### src/sv/spq_pkg.sv
`timescale 1ns / 1ps
// shared types, widths and codes for the sorted priority queue
// no dependencies
package spq_pkg;

	localparam int DEPTH     = 16;
	localparam int PRIO_BITS = 8;
	localparam int DATA_BITS = 16;
	localparam int CAP_W     = 5;
	localparam int OCC_W     = 5;
	localparam int STAT_W    = 2;
	localparam int ADDR_W    = $clog2(DEPTH);
	localparam int CNT_W     = $clog2(DEPTH + 1);
	localparam int ENT_W     = PRIO_BITS + DATA_BITS;

	localparam logic [CAP_W-1:0] CAP_RESET = CAP_W'(16);

	localparam logic CMD_INSERT = 1'b0;
	localparam logic CMD_REMOVE = 1'b1;

	typedef logic [ADDR_W-1:0] pos_t;
	typedef logic [CNT_W-1:0] cnt_t;

	typedef struct packed {
		logic [PRIO_BITS-1:0] prio;
		logic [DATA_BITS-1:0] data;
	} entry_t;

	typedef enum logic [1:0] {
		S_IDLE,
		S_SHIFT,
		S_PUT,
		S_POP
	} state_t;

	typedef enum logic [STAT_W-1:0] {
		STAT_DONE  = 2'd0,
		STAT_FULL  = 2'd1,
		STAT_EMPTY = 2'd2
	} status_t;

endpackage

### src/sv/spq_ram.sv
`timescale 1ns / 1ps
// generic single-write, single-read ram with registered read data
// no dependencies
module spq_ram #(
	parameter int WIDTH = 8,
	parameter int DEPTH = 16
) (
	input  logic                     clk,
	input  logic                     we,
	input  logic [$clog2(DEPTH)-1:0] waddr,
	input  logic [WIDTH-1:0]         wdata,
	input  logic [$clog2(DEPTH)-1:0] raddr,
	output logic [WIDTH-1:0]         rdata
);

	logic [WIDTH-1:0] mem_q [DEPTH];
	logic [WIDTH-1:0] rdata_q;

	always_ff @(posedge clk) begin
		if (we) begin
			mem_q[waddr] <= wdata;
		end
		rdata_q <= mem_q[raddr];
	end

	assign rdata = rdata_q;

endmodule

### src/sv/spq_step.sv
`timescale 1ns / 1ps
// shared step unit: priority compare and circular position step-back
// depends on spq_pkg
module spq_step import spq_pkg::*; (
	input  pos_t                 pos,
	input  cnt_t                 cap,
	input  logic [PRIO_BITS-1:0] slot_prio,
	input  logic [PRIO_BITS-1:0] new_prio,
	output pos_t                 prev_pos,
	output logic                 less
);

	cnt_t cap_m1;

	assign cap_m1   = cap - cnt_t'(1);
	assign prev_pos = (pos == '0) ? pos_t'(cap_m1) : pos - pos_t'(1);
	assign less     = slot_prio < new_prio;

endmodule

### src/sv/sorted_priority_queue.sv
`timescale 1ns / 1ps
// sorted priority queue: one command at a time, entries shifted one slot per cycle
// remove pops the head in S_POP; insert shifts lower-priority entries, then writes its entry
// refused commands (full / empty) return their result the cycle after start, busy stays low
// the result beat is registered and shown on done for one cycle; the receiver cannot stall
// reset empties the queue and sets capacity to 16; slot contents are undefined until written
module sorted_priority_queue import spq_pkg::*; (
	input  logic                 clk,
	input  logic                 arst_n,
	input  logic                 start,
	output logic                 busy,
	input  logic                 cmd,
	input  logic [PRIO_BITS-1:0] priority_req,
	input  logic [DATA_BITS-1:0] payload,
	input  logic                 cfg_we,
	input  logic [CAP_W-1:0]     cfg_wdata,
	output logic                 done,
	output logic [PRIO_BITS-1:0] out_priority,
	output logic [DATA_BITS-1:0] out_payload,
	output logic [STAT_W-1:0]    status,
	output logic [OCC_W-1:0]     occupancy
);

	state_t                 state_q, state_d;
	logic [CAP_W-1:0]       cap_q;
	pos_t                   head_q;
	cnt_t                   fill_q;
	cnt_t                   off_q;
	pos_t                   to_q;
	pos_t                   from_q;
	logic [PRIO_BITS-1:0]   prio_q;
	logic [DATA_BITS-1:0]   data_q;
	logic                   done_q;
	logic [PRIO_BITS-1:0]   out_prio_q;
	logic [DATA_BITS-1:0]   out_data_q;
	status_t                status_q;
	logic [OCC_W-1:0]       occ_q;

	cnt_t                   cap_eff;
	logic [CNT_W:0]         start_sum;
	pos_t                   start_to;
	pos_t                   head_nxt;
	pos_t                   step_pos;
	pos_t                   step_prev;
	logic                   step_less;
	logic                   accept;
	logic                   is_full;
	logic                   ram_we;
	pos_t                   ram_waddr;
	pos_t                   ram_raddr;
	entry_t                 ram_wdata;
	entry_t                 ram_rdata;
	entry_t                 new_ent;

	// effective capacity, saturated to 1..DEPTH
	always_comb begin
		if (cap_q == '0) begin
			cap_eff = cnt_t'(1);
		end else if (32'(cap_q) > DEPTH) begin
			cap_eff = cnt_t'(DEPTH);
		end else begin
			cap_eff = cnt_t'(cap_q);
		end
	end

	assign accept    = start && !busy;
	assign is_full   = fill_q >= cap_eff;
	assign start_sum = (CNT_W+1)'(head_q) + (CNT_W+1)'(fill_q);
	assign start_to  = (start_sum >= (CNT_W+1)'(cap_eff)) ?
		pos_t'(start_sum - (CNT_W+1)'(cap_eff)) : pos_t'(start_sum);
	assign head_nxt  = (cnt_t'(head_q) + cnt_t'(1) == cap_eff) ? '0 : head_q + pos_t'(1);
	assign step_pos  = (state_q == S_IDLE) ? start_to : from_q;
	assign new_ent   = '{prio: prio_q, data: data_q};

	spq_step u_step (
		.pos       (step_pos),
		.cap       (cap_eff),
		.slot_prio (ram_rdata.prio),
		.new_prio  (prio_q),
		.prev_pos  (step_prev),
		.less      (step_less)
	);

	spq_ram #(
		.WIDTH (ENT_W),
		.DEPTH (DEPTH)
	) u_ram (
		.clk   (clk),
		.we    (ram_we),
		.waddr (ram_waddr),
		.wdata (ram_wdata),
		.raddr (ram_raddr),
		.rdata (ram_rdata)
	);

	always_ff @(posedge clk or negedge arst_n) begin
		if (!arst_n) begin
			state_q <= S_IDLE;
		end else begin
			state_q <= state_d;
		end
	end

	always_comb begin
		state_d   = state_q;
		ram_we    = 1'b0;
		ram_waddr = to_q;
		ram_wdata = new_ent;
		ram_raddr = step_prev;
		case (state_q)
			S_IDLE: begin
				if (accept) begin
					if (cmd == CMD_INSERT) begin
						if (!is_full) begin
							state_d = (fill_q == '0) ? S_PUT : S_SHIFT;
						end
					end else begin
						ram_raddr = head_q;
						if (fill_q != '0) begin
							state_d = S_POP;
						end
					end
				end
			end
			S_SHIFT: begin
				ram_we = 1'b1;
				if (step_less) begin
					ram_wdata = ram_rdata;
					if (off_q == cnt_t'(1)) begin
						state_d = S_PUT;
					end
				end else begin
					state_d = S_IDLE;
				end
			end
			S_PUT: begin
				ram_we  = 1'b1;
				state_d = S_IDLE;
			end
			S_POP: begin
				state_d = S_IDLE;
			end
			default: begin
				state_d = S_IDLE;
			end
		endcase
	end

	always_ff @(posedge clk or negedge arst_n) begin
		if (!arst_n) begin
			cap_q  <= CAP_RESET;
			head_q <= '0;
			fill_q <= '0;
			done_q <= 1'b0;
		end else begin
			done_q <= 1'b0;
			case (state_q)
				S_IDLE: begin
					if (accept) begin
						prio_q <= priority_req;
						data_q <= payload;
						to_q   <= start_to;
						from_q <= step_prev;
						off_q  <= fill_q;
						if (cmd == CMD_INSERT && is_full) begin
							done_q     <= 1'b1;
							out_prio_q <= '0;
							out_data_q <= '0;
							status_q   <= STAT_FULL;
							occ_q      <= OCC_W'(fill_q);
						end else if (cmd == CMD_REMOVE && fill_q == '0) begin
							done_q     <= 1'b1;
							out_prio_q <= '0;
							out_data_q <= '0;
							status_q   <= STAT_EMPTY;
							occ_q      <= '0;
						end
					end
				end
				S_SHIFT: begin
					if (step_less) begin
						to_q   <= from_q;
						from_q <= step_prev;
						off_q  <= off_q - cnt_t'(1);
					end else begin
						done_q     <= 1'b1;
						out_prio_q <= '0;
						out_data_q <= '0;
						status_q   <= STAT_DONE;
						occ_q      <= OCC_W'(fill_q + cnt_t'(1));
						fill_q     <= fill_q + cnt_t'(1);
					end
				end
				S_PUT: begin
					done_q     <= 1'b1;
					out_prio_q <= '0;
					out_data_q <= '0;
					status_q   <= STAT_DONE;
					occ_q      <= OCC_W'(fill_q + cnt_t'(1));
					fill_q     <= fill_q + cnt_t'(1);
				end
				S_POP: begin
					done_q     <= 1'b1;
					out_prio_q <= ram_rdata.prio;
					out_data_q <= ram_rdata.data;
					status_q   <= STAT_DONE;
					occ_q      <= OCC_W'(fill_q - cnt_t'(1));
					fill_q     <= fill_q - cnt_t'(1);
					head_q     <= (fill_q == cnt_t'(1)) ? '0 : head_nxt;
				end
				default: begin
				end
			endcase
			// capacity write empties the queue
			if (cfg_we) begin
				cap_q  <= cfg_wdata;
				head_q <= '0;
				fill_q <= '0;
			end
		end
	end

	assign busy         = state_q != S_IDLE;
	assign done         = done_q;
	assign out_priority = out_prio_q;
	assign out_payload  = out_data_q;
	assign status       = status_q;
	assign occupancy    = occ_q;

	a_fill_bound: assert property (@(posedge clk) disable iff (!arst_n)
		fill_q <= cap_eff)
		else $error("fill count above capacity");

	a_head_bound: assert property (@(posedge clk) disable iff (!arst_n)
		cnt_t'(head_q) < cap_eff)
		else $error("head position beyond wrap point");

	a_empty_head: assert property (@(posedge clk) disable iff (!arst_n)
		fill_q == '0 |-> head_q == '0)
		else $error("empty queue with nonzero head");

	a_full_beat: assert property (@(posedge clk) disable iff (!arst_n)
		(done && status == STAT_FULL) |-> occupancy == OCC_W'(cap_eff))
		else $error("full refusal with wrong occupancy");

	a_empty_beat: assert property (@(posedge clk) disable iff (!arst_n)
		(done && status == STAT_EMPTY) |-> (occupancy == '0 && out_priority == '0))
		else $error("empty refusal with wrong result");

endmodule
### config.mk
export PLATFORM = sky130hd
export DESIGN_NAME = sorted_priority_queue
export DESIGN_NICKNAME = d
export VERILOG_FILES = /design/src/sv/spq_pkg.sv /design/src/sv/spq_ram.sv /design/src/sv/spq_step.sv /design/src/sv/sorted_priority_queue.sv
export SDC_FILE = /design/constraint.sdc
export NUM_CORES = 1
export LEC_CHECK = 0
export BUFFER_PORTS_ARGS = -buffer_cell sky130_fd_sc_hd__buf_2
export CAP_MARGIN = 25
export CORE_MARGIN = 2
export CORE_UTILIZATION = 25
export CTS_CLUSTER_DIAMETER = 60
export DETAILED_ROUTE_END_ITERATION = 10
export GPL_ROUTABILITY_DRIVEN = 0
export PLACE_DENSITY = 0.42
export SLEW_MARGIN = 20
export SYNTH_ARGS = -nofsm -noshare
export SYNTH_HDL_FRONTEND = slang
export SYNTH_HIERARCHICAL = 1
export SYNTH_SLANG_ARGS = --single-unit
### constraint.sdc
create_clock -name clk -period 5.7 [get_ports clk]
set_input_delay 0.855 -clock clk [delete_from_list [all_inputs] [get_ports clk]]
set_output_delay 0.855 -clock clk [all_outputs]
set_load 0.01 [all_outputs]
======== Yosys cells after proc, flatten, opt, wreduce, memory -nomap -nowiden ========
Memories as Yosys holds them, arrays and structs flattened. A register that Yosys moved wholly into a read port is not among the register bits.
Cells that the tools add are included.
word-level totals
  register bits ........................... 85
  bits in latches ......................... 0
  memory bits (writable) .................. 384
  ROM bits ................................ 0
  input port bits ......................... 34
  output and inout port bits .............. 33
  logic and storage cells ................. 124
  memories kept ........................... 1
memory list
  memory       words  bits a word  read ports  clocked after memory_dff  write ports  line           text
  u_ram.mem_q  16     24           1           1                         1            spq_ram.sv:16  logic [WIDTH-1:0] mem_q [DEPTH];
cells by class
  add/subtract/negate cells ............... 9
  $mul .................................... 0
  div/mod/pow operators ................... 0
  order comparisons ....................... 4
  equal/unequal tests ..................... 14
  shift operators ......................... 0
  multiplexer cells ....................... 61
  bitwise gates (word level) .............. 1
  reductions and logical operators ........ 20
operators with widths
  kind                                              number
  2-to-1 mux 16 bit                                 4
  case mux 16 bit (4 select lines)                  1
  2-to-1 mux 4 bit                                  14
  2-to-1 mux 24 bit                                 2
  2-to-1 mux 5 bit                                  9
  2-to-1 mux 8 bit                                  4
  case mux 8 bit (4 select lines)                   1
  2-to-1 mux 2 bit                                  11
  case mux 5 bit (4 select lines)                   1
  case mux 4 bit (2 select lines)                   2
  case mux 5 bit (3 select lines)                   1
  case mux 2 bit (3 select lines)                   2
  AND reduction 4 bit                               3
  == test 5 x 1 -> 1 bit, second input constant     2
  logical NOT 5 bit                                 2
  case mux 5 bit (2 select lines)                   1
  subtractor 5 x 1 -> 5 bit, second input constant  2
  inequality test 3 bit, second input constant      3
  < comparator 8 bit                                1
  subtractor 4 x 1 -> 4 bit, second input constant  2
  2-to-1 mux 1 bit                                  7
  adder 4 x 5 -> 6 bit                              1
  greater-or-equal comparator 6 x 5 -> 1 bit        1
  inequality test 2 bit, second input constant      3
  other kinds (23)                                  29

======== Longest topological paths before layout ========
  word-level depth ........................ 11
  mapped depth ............................ 22
  gate-level depth less buffers ........... 20

======== Hierarchy ========
Netlist, hierarchy kept.
by module, submodules not included
  module                 times used  cells each  area each (µm²)  seq. area each (µm²)
  spq_ram                1           636         14930.6          12011.5
  sorted_priority_queue  1           387         4624.4           2468.6
  spq_step               1           40          266.5            0.0

======== Worst setup path before layout ========
OpenSTA, ideal clock, no wires.
  kind .................................... register -> register
  start point ............................. register fill_q[1]
  end point ............................... register u_ram.rdata_q[10], in the netlist u_ram/rdata[10], read port of u_ram.mem_q
  setup time .............................. 120 ps
  arrival ................................. 4511 ps
  required time ........................... 5580 ps
  setup slack ............................. 1070 ps
  cell stages (with the launch flop) ...... 23
  path buffers ............................ 3
  clock period less this slack ............ 4630 ps
  path through ............................ dfrtp_1 -> ha_1 -> a21o_1 -> a21o_1 -> xor2_1 -> ha_1 -> a21oi_1 -> o21ai_1 -> a221oi_4 -> mux2_1 -> nor2_1 -> nor2_1 -> nor2_1 -> a31oi_1 -> ha_1 -> inv_1 -> mux2_2 -> clkbuf_1 -> buf_2 -> buf_2 -> mux4_2 -> a22oi_1 -> nand2_1
on the way
  cells in the longest elaborated chain, start to end .. 9
  elaborated cells on any way between the ends .. 11
  classes of those cells .................. add/sub (3); order compare (1); mux (6); reduce/logical (1)
ends and longest elaborated chain
  what                                                                            line                                                      text
  from (decl)                                                                     sorted_priority_queue.sv:27                               cnt_t fill_q;
  from (signal assigned)                                                          sorted_priority_queue.sv:191                              fill_q <= fill_q + cnt_t'(1);
  from (signal assigned)                                                          sorted_priority_queue.sv:200                              fill_q <= fill_q + cnt_t'(1);
  from (signal assigned)                                                          sorted_priority_queue.sv:208                              fill_q <= fill_q - cnt_t'(1);
  adder 4 x 5 -> 6 bit *                                                          sorted_priority_queue.sv:68                               assign start_sum = (CNT_W+1)'(head_q) + (CNT_W+1)'(fill_q);
  greater-or-equal comparator 6 x 5 -> 1 bit or subtractor 4 bit (tied branches)  sorted_priority_queue.sv:69, sorted_priority_queue.sv:70
  2-to-1 mux 4 bit *                                                              sorted_priority_queue.sv:69                               assign start_to = (start_sum >= (CNT_W+1)'(cap_eff)) ?
  2-to-1 mux 4 bit *                                                              sorted_priority_queue.sv:72                               assign step_pos = (state_q == S_IDLE) ? start_to : from_q;
  net step_pos[2]                                                                 sorted_priority_queue.sv:43                               pos_t step_pos;
  logical NOT 4 bit *                                                             spq_step.sv:16                                            assign prev_pos = (pos == '0) ? pos_t'(cap_m1) : pos - pos_t'(1);
  2-to-1 mux 4 bit *                                                              spq_step.sv:16
  net step_prev[0]                                                                sorted_priority_queue.sv:44                               pos_t step_prev;
  2-to-1 mux 4 bit                                                                sorted_priority_queue.sv:113                              if (cmd == CMD_INSERT) begin
  2-to-1 mux 4 bit                                                                sorted_priority_queue.sv:112                              if (accept) begin
  2-to-1 mux 4 bit *                                                              sorted_priority_queue.sv:110                              case (state_q)
  to (decl)                                                                       spq_ram.sv:17                                             logic [WIDTH-1:0] rdata_q;
Mark *: on every way through the listed nets, which the timed path passes. The rest lies on a longest branch.
A chain may end at the register's enable or synchronous reset.

======== Final worst setup path ========
  start point ............................. register fill_q[1]
  end point ............................... register u_ram.rdata_q[0], in the netlist u_ram/rdata[0], read port of u_ram.mem_q
Same word-level chain as after synthesis.

==> impl_metrics.csv <==
group,metric,value,unit
clock_tree,cts_setup_buffers,0,
place,io_buffers,66,
clock_tree,clock_path_buffers,3,
finish,num_antenna_cells,0,
global_route,grt_pass1_wl,75500,um
critical_path,path_cells,"ha_1 -> a21o_1 -> a21o_1 -> xor2_1 -> ha_1 -> a21oi_1 -> o21ai_1 -> a221oi_4 -> mux2_1 -> nor2_1 -> nor2_1 -> nor2_1 -> a31oi_1 -> ha_1 -> inv_1 -> mux2_4 -> buf_12 -> mux4_2 -> a22oi_1 -> nand2_1",
sta,clock.fmax,193,MHz
clock_tree,cts_buffers,58,
synthesis,syn-num-nets,1131,
routing,ant_nets,0,
clock_tree,clk_latency,0.63,ns
floorplan,die_w,286,um
routing,via_per_inst,4.46,
finish,drive_gt1_share,29.7,%
place,dp_hpwl,27900,um
global_route,grt_pass1_vias,10658,
place,dp_cells,2165,
finish,syn_to_final_growth,19.4,%
synthesis,synthCells,1062,
pwr,p_per_area,664,nW/um^2
global_route,grt-ovfl-total,0,
sta,fin_worst_skew,0.0205,ns
floorplan,dieArea,81500,um^2
clock_tree,cts_tree,"yes",
routing,route.detailed.drc,0,
critical_path,end_kind,"flop",
critical_path,worst-path-max-fanout,31,
synthesis,syn_area,19800,um^2
critical_path,critPathSlowestCell,"dfrtp_1",
sta,tightest_slew,1.01,ns
min_path,hp-class,"input port to asynchronous set/reset pin",
routing,num_vias,10128,
run_status,status,"finished, final reports clean",
routing,wirelength,51600,um
floorplan,coreArea,78700,um^2
sta,slew_violations,0,
critical_path,crit_path_max_incr_delay,0.57,ns
clock_tree,cts-resized-gates,0,
floorplan,io_pins,67,
floorplan,start_util,25.2,%
sta,setup_tns,0,ns
sta,setup_viol,0,
clock_tree,path_clk_slew,0.06,ns
sta,slew_headroom,32.6,%
critical_path,critPathBufInv,2,
global_route,antenna_found_initial,1,
floorplan,rows,103,
run,maxCapViolCount,0,
pwr,p_leak,7.88,nW
sta,rsz0062_at_grt,"no",
critical_path,crit_family,"compound AO/OA/AOI/OAI gates",
pwr,ir_drop,0.000566,V
synthesis,avgSynthCellArea,18.7,um^2
critical_path,worstSetupPathType,"flop to flop",
global_route,grt_start_max_net_pins,41,
critical_path,worstPathArrival,5.66,ns
critical_path,startpoint_type,"flop",
sta,min_period,5.18,ns
global_route,grt_usage,12.7,%
clock_tree,cts-root-buf,"clkbuf_16",
finish,final_cells,2273,
clock_tree,ctsHoldBuffers,0,
critical_path,required,6.19,ns
sta,finalHoldViolCount,0,
clock_tree,htreeDepth,2,
finish,fin_nets,1244,
floorplan,die_height,286,um
sta,finalCritPeriodShare,90.8,%
routing,first_iter_violations,902,
routing,drtPass1Iterations,5,
synthesis,synth_warnings,6,
clock_tree,cts.sinks,493,
routing,routedWlPerCell,22.7,um
[cell type report]
type                    count  area [um^2]
fillers                  7640        55100
flip-flops and latches    493        14500
multi-input cells         484         5110
clock buffers              69         1510
well taps                1050         1310
repair buffers            105          711
clock inverters            39          407
inverters                  33          124
[state kept, by name, summed over array words and instances (netlist names), 5 cells and up]
name,cells
u_ram/rdata,24
off_q,5
out_payload,16
u_ram/mem_q,384
data_q,16
prio_q,8
fill_q,5
cap_q,5
out_priority,8
occupancy,5
[metal layers]
layer | share of wire [%] | up-vias | global-route usage (%)
met5 | 0 | - | 0
met4 | 2.3 | 0 | 3.89
met3 | 4.1 | 76 | 2.19
met2 | 47 | 222 | 20.4
met1 | 47 | 5336 | 17.7
li1 | - | 4494 | -
[metrics by stage]
stage | power, mW | hold WS (ns) | area (um^2) | setup slack [ns] | util, %
2_1_floorplan | 9.79 | 0.502 | 19800 | 1.07 | -
3_3_place_gp | 12.3 | 0.529 | 21700 | 0.564 | 27.6
3_5_place_dp | 12.3 | 0.530 | 21700 | 0.518 | 27.6
4_1_cts | 16.1 | 0.169 | 23700 | 0.505 | 30.0
5_1_grt | 16.7 | 0.209 | 23700 | 0.0693 | 30.1
6_report | 15.7 | 0.203 | 23700 | 0.524 | 30.1
[worst paths after layout]
check	endpoint	from	cells past startpoint	slack [ns]
setup / recovery	u_ram/rdata[0]	fill_q[1]	20	0.52
hold / removal	state_q[1]	arst_n	1	0.20
setup reg to reg	u_ram/rdata[0]	fill_q[1]	20	0.52
hold reg to reg	cap_q[0]	cap_q[0]	1	0.54
max in group asynchronous	cap_q[4]	arst_n	1	5.13
min in group clk	data_q[5]	payload[5]	1	0.40
[layout by cell type, fill, tap and decap left out, drive strengths merged, types with 3 or more instances in the layout]
master	n
edfxtp	452
buf	105
mux4	96
clkbuf	69
nand2	52
a22oi	49
inv	41
mux2	39
nor2	37
ha	33
and2	28
dfxtp	24
clkinv	23
a21oi	20
o21ai	18
dfrtp	16
nor3	11
xnor2	10
a21o	7
nand3	7
xor2	6
nand4	6
o22ai	6
bufinv	6
nand2b	6
a31oi	6
mux2i	4
nor2b	4
or3	3
o31ai	3
nand3b	3
[power breakdown]
part           switching [mW]  internal [mW]  leakage [nW]
registers               0.233           4.81          4.53
clock network            1.55           2.18         0.945
logic                    3.89           3.05          2.41
total                    5.67           10.1          7.88
No activity file was read; power rests on OpenSTA's default activity.
